### src/design/grmd_pkg.sv
// Shared types and constants for the grid ray march DDA unit.
// Used by the datapath, controller and top level.
package grmd_pkg;

	localparam int MapCellsDef = 4096;

	localparam logic [6:0]  GridWidthRst  = 7'd64;
	localparam logic [6:0]  GridHeightRst = 7'd64;
	localparam logic [8:0]  CellSizeRst   = 9'd16;
	localparam logic [19:0] MaxLengthRst  = 20'd131072;

	localparam logic [19:0] PosMax = 20'hFFFFF;

	typedef enum logic [1:0] {
		REG_GRID_WIDTH  = 2'd0,
		REG_GRID_HEIGHT = 2'd1,
		REG_CELL_SIZE   = 2'd2,
		REG_MAX_LENGTH  = 2'd3
	} cfg_reg_t;

	typedef enum logic {
		OP_WRITE = 1'b0,
		OP_CAST  = 1'b1
	} op_t;

	typedef enum logic [2:0] {
		DV_COLX,
		DV_ROWY,
		DV_SIDEX,
		DV_DELX,
		DV_SIDEY,
		DV_DELY
	} div_sel_t;

	typedef struct packed {
		logic     clr_we;
		logic     map_we;
		logic     load_item;
		logic     div_start;
		logic     div_store;
		div_sel_t div_sel;
		logic     step;
		logic     look;
		logic     set_hit;
		logic     mul;
		logic     load_out;
	} cmd_t;

	typedef struct packed {
		logic clr_last;
		logic div_done;
		logic div_busy;
		logic ax_nz;
		logic ay_nz;
		logic past_max;
		logic wall;
	} stat_t;

endpackage

### src/design/grmd_ctrl.sv
// Controller state machine: clearing pass, division sequence, DDA walk, result.
// Depends on grmd_pkg; drives grmd_dp through cmd_t and reads stat_t.
module grmd_ctrl import grmd_pkg::*; (
	input  logic  clk,
	input  logic  arst_n,
	input  logic  in_valid,
	output logic  in_ready,
	input  logic  opcode,
	output logic  out_valid,
	input  logic  out_ready,
	output cmd_t  cmd,
	input  stat_t st
);
	typedef enum logic [3:0] {
		S_CLEAR, S_IDLE, S_DIV_GO, S_DIV_WAIT, S_STEP, S_LOOK, S_TEST, S_MUL, S_FIN
	} state_t;

	state_t   state_q;
	div_sel_t sel_q;
	logic     out_valid_q, acc;

	assign in_ready  = (state_q == S_IDLE);
	assign out_valid = out_valid_q;
	assign acc       = in_valid && in_ready;

	always_comb begin
		cmd           = '0;
		cmd.div_sel   = sel_q;
		cmd.clr_we    = (state_q == S_CLEAR);
		cmd.map_we    = acc && (op_t'(opcode) == OP_WRITE);
		cmd.load_item = acc && (op_t'(opcode) == OP_CAST);
		cmd.div_start = (state_q == S_DIV_GO);
		cmd.div_store = (state_q == S_DIV_WAIT) && st.div_done;
		cmd.step      = (state_q == S_STEP);
		cmd.look      = (state_q == S_LOOK);
		cmd.set_hit   = (state_q == S_TEST) && st.wall;
		cmd.mul       = (state_q == S_MUL);
		cmd.load_out  = (state_q == S_FIN) && (!out_valid_q || out_ready);
	end

	always_ff @(posedge clk or negedge arst_n) begin
		if (!arst_n) begin
			state_q     <= S_CLEAR;
			sel_q       <= DV_COLX;
			out_valid_q <= 1'b0;
		end else begin
			if (out_valid_q && out_ready) out_valid_q <= 1'b0;
			case (state_q)
				S_CLEAR: if (st.clr_last) state_q <= S_IDLE;
				S_IDLE: begin
					if (acc && (op_t'(opcode) == OP_CAST)) begin
						sel_q   <= DV_COLX;
						state_q <= S_DIV_GO;
					end
				end
				S_DIV_GO: state_q <= S_DIV_WAIT;
				S_DIV_WAIT: begin
					if (st.div_done) begin
						state_q <= S_DIV_GO;
						case (sel_q)
							DV_COLX: sel_q <= DV_ROWY;
							DV_ROWY: begin
								if (st.ax_nz)      sel_q <= DV_SIDEX;
								else if (st.ay_nz) sel_q <= DV_SIDEY;
								else               state_q <= S_MUL;
							end
							DV_SIDEX: sel_q <= DV_DELX;
							DV_DELX: begin
								if (st.ay_nz) sel_q <= DV_SIDEY;
								else          state_q <= S_STEP;
							end
							DV_SIDEY: sel_q <= DV_DELY;
							DV_DELY:  state_q <= S_STEP;
							default:  state_q <= S_STEP;
						endcase
					end
				end
				S_STEP: state_q <= S_LOOK;
				S_LOOK: state_q <= st.past_max ? S_MUL : S_TEST;
				S_TEST: state_q <= st.wall ? S_MUL : S_STEP;
				S_MUL:  state_q <= S_FIN;
				S_FIN: begin
					if (!out_valid_q || out_ready) begin
						out_valid_q <= 1'b1;
						state_q     <= S_IDLE;
					end
				end
				default: state_q <= S_IDLE;
			endcase
		end
	end

	a_start_idle: assert property (@(posedge clk) disable iff (!arst_n)
		cmd.div_start |-> !st.div_busy) else $error("divider started while busy");
	a_load_free: assert property (@(posedge clk) disable iff (!arst_n)
		cmd.load_out |-> (!out_valid_q || out_ready)) else $error("result overwritten");
	a_no_accept_clear: assert property (@(posedge clk) disable iff (!arst_n)
		(state_q == S_CLEAR) |-> !cmd.map_we && !cmd.load_item) else $error("item during clear");
	a_hit_stops: assert property (@(posedge clk) disable iff (!arst_n)
		cmd.set_hit |=> (state_q == S_MUL)) else $error("walk continued after hit");

endmodule

### config.mk
export PLATFORM = sky130hd
export DESIGN_NAME = grmd_ctrl
export DESIGN_NICKNAME = d
export VERILOG_FILES = /design/src/design/grmd_pkg.sv /design/src/design/grmd_ctrl.sv
export SDC_FILE = /design/constraint.sdc
export NUM_CORES = 1
export LEC_CHECK = 0
export BUFFER_PORTS_ARGS = -buffer_cell sky130_fd_sc_hd__clkbuf_2
export CORE_MARGIN = 5
export CORE_UTILIZATION = 40
export CTS_CLUSTER_DIAMETER = 200
export DETAILED_ROUTE_END_ITERATION = 12
export PLACE_DENSITY = 0.74
export SYNTH_ARGS = -nofsm -noshare
export SYNTH_HDL_FRONTEND = slang
export SYNTH_SLANG_ARGS = --single-unit
### constraint.sdc
create_clock -name clk -period 3.1 [get_ports clk]
set_clock_uncertainty 0.05 [all_clocks]
set_input_delay 0.155 -clock clk [delete_from_list [all_inputs] [get_ports clk]]
set_output_delay 0.155 -clock clk [all_outputs]
set_load 0.02 [all_outputs]
# Yosys cells after proc, flatten, opt, wreduce, memory -nomap -nowiden
# Cells that the tools add are included.
# totals
regBits	8
inputBits	12
output_inout_bits	15
word_cells	56
# classes
eq_ne	17
n_mux	20
bitwise	1
n_reduce_logical	15
# ops
operator	n
one-hot mux 4 bit (9 select lines)	1
two-way mux 3 bit	7
== test 4 x 3 -> 1 bit, second input constant	4
two-way mux 4 bit	4
one-hot mux 3 bit (5 select lines)	1
one-hot mux 3 bit (3 select lines)	1
== test 4 x 2 -> 1 bit, second input constant	2
AND reduction 4 bit	2
logical AND 1 bit	7
== test 3 x 2 -> 1 bit, second input constant	2
!= test 2 x 1 -> 1 bit, second input constant	3
!= test 6 x 1 -> 1 bit, second input constant	1
one-hot mux 3 bit (2 select lines)	1
== test 4 x 1 -> 1 bit, second input constant	1
== test 4 bit, second input constant	1
zero test 4 bit	1
two-way mux 1 bit	4
== test 3 x 1 -> 1 bit, second input constant	1
== test 3 bit, second input constant	1
zero test 3 bit	1
OR reduction 3 bit	1
two-way mux 2 bit	1
!= test 2 bit, second input constant	1
nonzero test 2 bit	1
other kinds (3)	3

# Logic depth before layout (Yosys ltp)
# logic_depth
depth_word	5
depth_mapped	5
ltp_nobuf	4

# Least setup slack after synthesis
# Ideal clock, no wire load.
# synth_timing
kind	reg2out
startpoint	register state_q[1]
endpoint	output cmd[9] (netlist bit)
t_arrival_ns	1.525
required_time_ns	2.895
setup_slack_ns	1.370
stages_incl_launch_ff	4
n_path_buf	2
cell_sequence	dfrtp_1 buf_2 buf_1 nor4b_1
# synth_rtl
item	line_no	rtl
start, declared	grmd_ctrl.sv:18	state_t state_q;
start signal, assigned	grmd_ctrl.sv:79	S_LOOK: state_q <= st.past_max ? S_MUL : S_TEST;
start signal, assigned	grmd_ctrl.sv:80	S_TEST: state_q <= st.wall ? S_MUL : S_STEP;
end, declared	grmd_ctrl.sv:11	output cmd_t cmd,

# Worst setup path after layout
# layout_timing
startpoint	register state_q[1]
endpoint	register state_q[0]
# layout_via
elab_chain_cells	5
word_cells_on_any_way	17
cone_classes	eq/ne (12); mux (1); reduce/logical (4)
# layout_rtl
item	line_no	rtl
== test 4 x 1 -> 1 bit	grmd_ctrl.sv:22, grmd_ctrl.sv:48	
logical AND 1 bit	grmd_ctrl.sv:24	assign acc = in_valid && in_ready;
logical AND 1 bit	grmd_ctrl.sv:51	if (acc && (op_t'(opcode) == OP_CAST)) begin
!= test 2 x 1 -> 1 bit (no line)	--	
AND reduction 4 bit (no line)	--	
# Several ways; a longest one is shown, not always the timed one.
# A chain may end at the register's enable or synchronous reset.

==> results by group <==
Place
  • Number of instances in the placed design: around 110
  • RD Place Congestion: roughly 0.76
  • I/O Buffers: 25
  • Post-DP HPWL: about 1.2 mm
  • Placed standard-cell area: approximately 740 um2

Worst hold path
  • Worst min path class: input pin to flop
  • HP Start: st[5]
  • Hold path depth: 2
  • Hold EP: state_q[1]

GRT
  • Number of global-route vias before repair: 593
  • GRT Total Usage: 13.1%
  • Grt ovf: 0
  • Largest net degree at the start of global routing: 21
  • Global-route wire length before repair: 2.62 mm
  • Antenna violations before repair: 0

Yosys
  • Mapped cell area: approximately 630 um2
  • Average size of a mapped cell: 8.05 um2
  • Net Count, Synth: 90
  • Yosys reg bits: 8
  • Gate Count Post-Synth: 78
  • Register area share after synthesis: 31.9%
  • Yosys warns: 0
  • Yosys cell types: 39

Route
  • Routed Wire Length: around 1.5 mm
  • Via/cell ratio: approximately 5.7
  • Initial DRC Count: 7
  • # DRC: 0
  • DR vias: roughly 670
  • DRT Pass-1 Iters: 4
  • Drt wl/cell: 13.2 um
  • Routed Antenna Nets: 0

Setup path
  • Cell Chain, Critical Path: and4bb_4 -> nand2_2 -> or4_4 -> a32oi_1
  • Crit Path Max Fanout: 20
  • Critical Path AT: about 2 ns
  • Max incr delay on CP: between 0.6 and 0.7 ns
  • Worst R2R Start: state_q[1]
  • WS Path Type: flop to flop
  • CP max-delay cell: dfrtp_1
  • Worst Setup End Kind: flop
  • Reg2reg setup slack: 1.27 ns
  • Cells on worst reg2reg path: 4
  • Reg-to-reg endpoint: state_q[0]
  • Worst EP required: 3.22 ns
  • CP Launch Type: flop

Power and ir drop
  • Cell Int Power: about 310 uW
  • P_sw: approximately 300 uW
  • Peak supply drop: about 520 uV
  • Gate power share: between 50% and 60%
  • Pleak: approximately 0.00036 uW
  • Seq pwr share: 36.5%
  • PwrDens: between 700 and 800 nW/um2
  • Clk pwr share: 13.0%
  • Switching Fraction: 49.1%

Finish
  • Nets: about 120
  • Commonest non-fill, non-tap cells in the layout: clkbuf_2 (25), nand2_1 (9), dfrtp_1 (8), nor2_1 (6), o21ai_0 (5)
  • Leading cell type in the layout, fill and taps excluded: clkbuf_2
  • Layout cells sized above 1: 30.7%
  • Final instance area: between 700 and 800 um2
  • Area delta synth->final: 23.5%
  • Util after Layout: roughly 51%
  • Final Non-Filler Cells: roughly 120
  • Ant diodes: 0

STA
  • Relative slew slack: between 60% and 70%
  • Unrepaired setup endpoints after global routing: false
  • Min Tclk post-route: around 1.8 ns
  • FMAX: around 550 MHz
  • Final hold vios: 0
  • Final setup vio count: 0
  • Final count of pins violating max slew: 0
  • Worst-Margin Slew: 0.524 ns
  • Final period util: around three fifths
  • Min Hold Slack: roughly 0.088 ns
  • Sum Neg Setup Slack: 0 ns

Clock tree
  • CTS Hold Buffers Added: 1
  • CTS tree: yes
  • CTS root buf: clkbuf_4
  • Number of setup buffers added after CTS: 0
  • CTS Buf Count: 3
  • H-tree depth: 1
  • CTS Sinks: 8
  • CTS Buffer Depth: 2
  • Worst-Skew Late Latency: roughly 0.25 ns
  • Clock transition at path regs: 0.05 ns
  • Cts repair resizes: 0

Floorplanning
  • Die Y: around 50 um
  • Initial Util: a little over two fifths
  • I/O pins: 27
  • Die ar.: 2460 um2
  • Die width: between 40 and 50 um
  • Core ar.: 1510 um2
  • Row Count: 14

Outcome
  • Status: finished clean

Run
  • Max cap viols: 0
-- cells in the mapped netlist --
| cell type | count | area share (%) |
|---|---|---|
| nand2_1 | 9 | 5.4 |
| dfrtp_1 | 8 | 32 |
| nor2_1 | 6 | 3.6 |
| o21ai_0 | 5 | 4.0 |
| nor3_1 | 4 | 3.2 |
| a311oi_1 | 3 | 4.2 |
| buf_2 | 3 | 2.4 |
| inv_1 | 3 | 1.8 |
| nand2b_1 | 3 | 3.0 |
| a21oi_1 | 2 | 1.6 |
| a31oi_1 | 2 | 2.0 |
| nor2b_1 | 2 | 2.0 |
| nor4b_1 | 2 | 2.8 |
| a2111oi_0 | 1 | 1.4 |
| a211o_1 | 1 | 1.4 |
| a311o_1 | 1 | 1.6 |
| a32oi_1 | 1 | 1.4 |
| and2_1 | 1 | 1.0 |
| and2b_1 | 1 | 1.2 |
| and4bb_4 | 1 | 2.6 |
| buf_1 | 1 | 0.60 |
| buf_4 | 1 | 1.2 |
| clkbuf_1 | 1 | 0.60 |
| mux2_1 | 1 | 1.8 |
| nand2_2 | 1 | 1.0 |
| nand3_1 | 1 | 0.80 |
| nand3b_1 | 1 | 1.2 |
| nand4_1 | 1 | 1.0 |
| nor3b_1 | 1 | 1.2 |
| nor4_1 | 1 | 1.0 |
| o211ai_1 | 1 | 1.2 |
| o21a_1 | 1 | 1.2 |
| o221ai_1 | 1 | 1.4 |
| o22a_1 | 1 | 1.4 |
| o22ai_1 | 1 | 1.0 |
| o311ai_0 | 1 | 1.4 |
| or2_1 | 1 | 1.0 |
| or3_1 | 1 | 1.0 |
| or4_4 | 1 | 1.8 |
-- flip-flops by register name, summed over array words and instances (netlist names) --
name / flops
state_q: 4
sel_q: 3
out_valid: 1
-- cell families (layout without fill, tap and decap cells) --
group / after synthesis / in the layout / share of synthesized area, %
AO/OA/AOI/OAI: 22 / 22 / 25.1
buffers and inverters: 9 / 32 / 6.57
flip-flops: 8 / 8 / 31.9
multiplexers: 1 / 1 / 1.79
AND/OR/NAND/NOR: 38 / 38 / 34.7
-- area by class of cell --
type | instances | area, um2
tap | 16 | 20.0
timing repair buffer | 26 | 135
sequential | 8 | 200
clock buffer | 3 | 22.5
multi-input combinational | 61 | 387
inverter | 3 | 11.3
fill | 161 | 731
-- how the worst max path moves through the flow --
| stage | cells after the start | slack, ns | end | startpoint |
|---|---|---|---|---|
| floorplan | 3 | 1.37 | cmd[9] | state_q[1] |
| global placement | 4 | 1.32 | state_q[0] | state_q[1] |
| detailed placement | 4 | 1.28 | state_q[0] | state_q[1] |
| CTS | 4 | 1.26 | state_q[0] | state_q[1] |
| global route | 4 | 1.11 | state_q[0] | state_q[1] |
| finish | 4 | 1.27 | state_q[0] | state_q[1] |
-- power by group through the flow --
stage | registers, uW | logic [uW] | clock network (uW)
2_1_floorplan | 176 | 275 | 0
3_3_place_gp | 219 | 305 | 0
3_5_place_dp | 223 | 309 | 0
4_1_cts | 222 | 312 | 81.2
5_1_grt | 235 | 344 | 88.6
6_report | 223 | 308 | 79.4
-- critical path: cells and delay by family, from the launching register on --
family / cells / cell delay (ns)
flip-flops: 1 / 0.67
AND/OR/NAND/NOR: 3 / 0.82
AO/OA/AOI/OAI: 1 / 0.21
-- layer usage --
layer / global-route usage, % / routed length [um]
met1: 17.0 / 708
met2: 20.1 / 708
met3: 6.33 / 132
met4: 1.31 / 0
met5: 0 / 0
-- stage by stage --
stage                     power, uW  worst slack, ns
after detailed placement        533             1.28
after CTS                       615             1.26
after floorplan                 451             1.37
after global placement          523             1.32
final                           610             1.27
after global routing            667             1.11
Note: power is estimated with default switching activity, not from simulation.
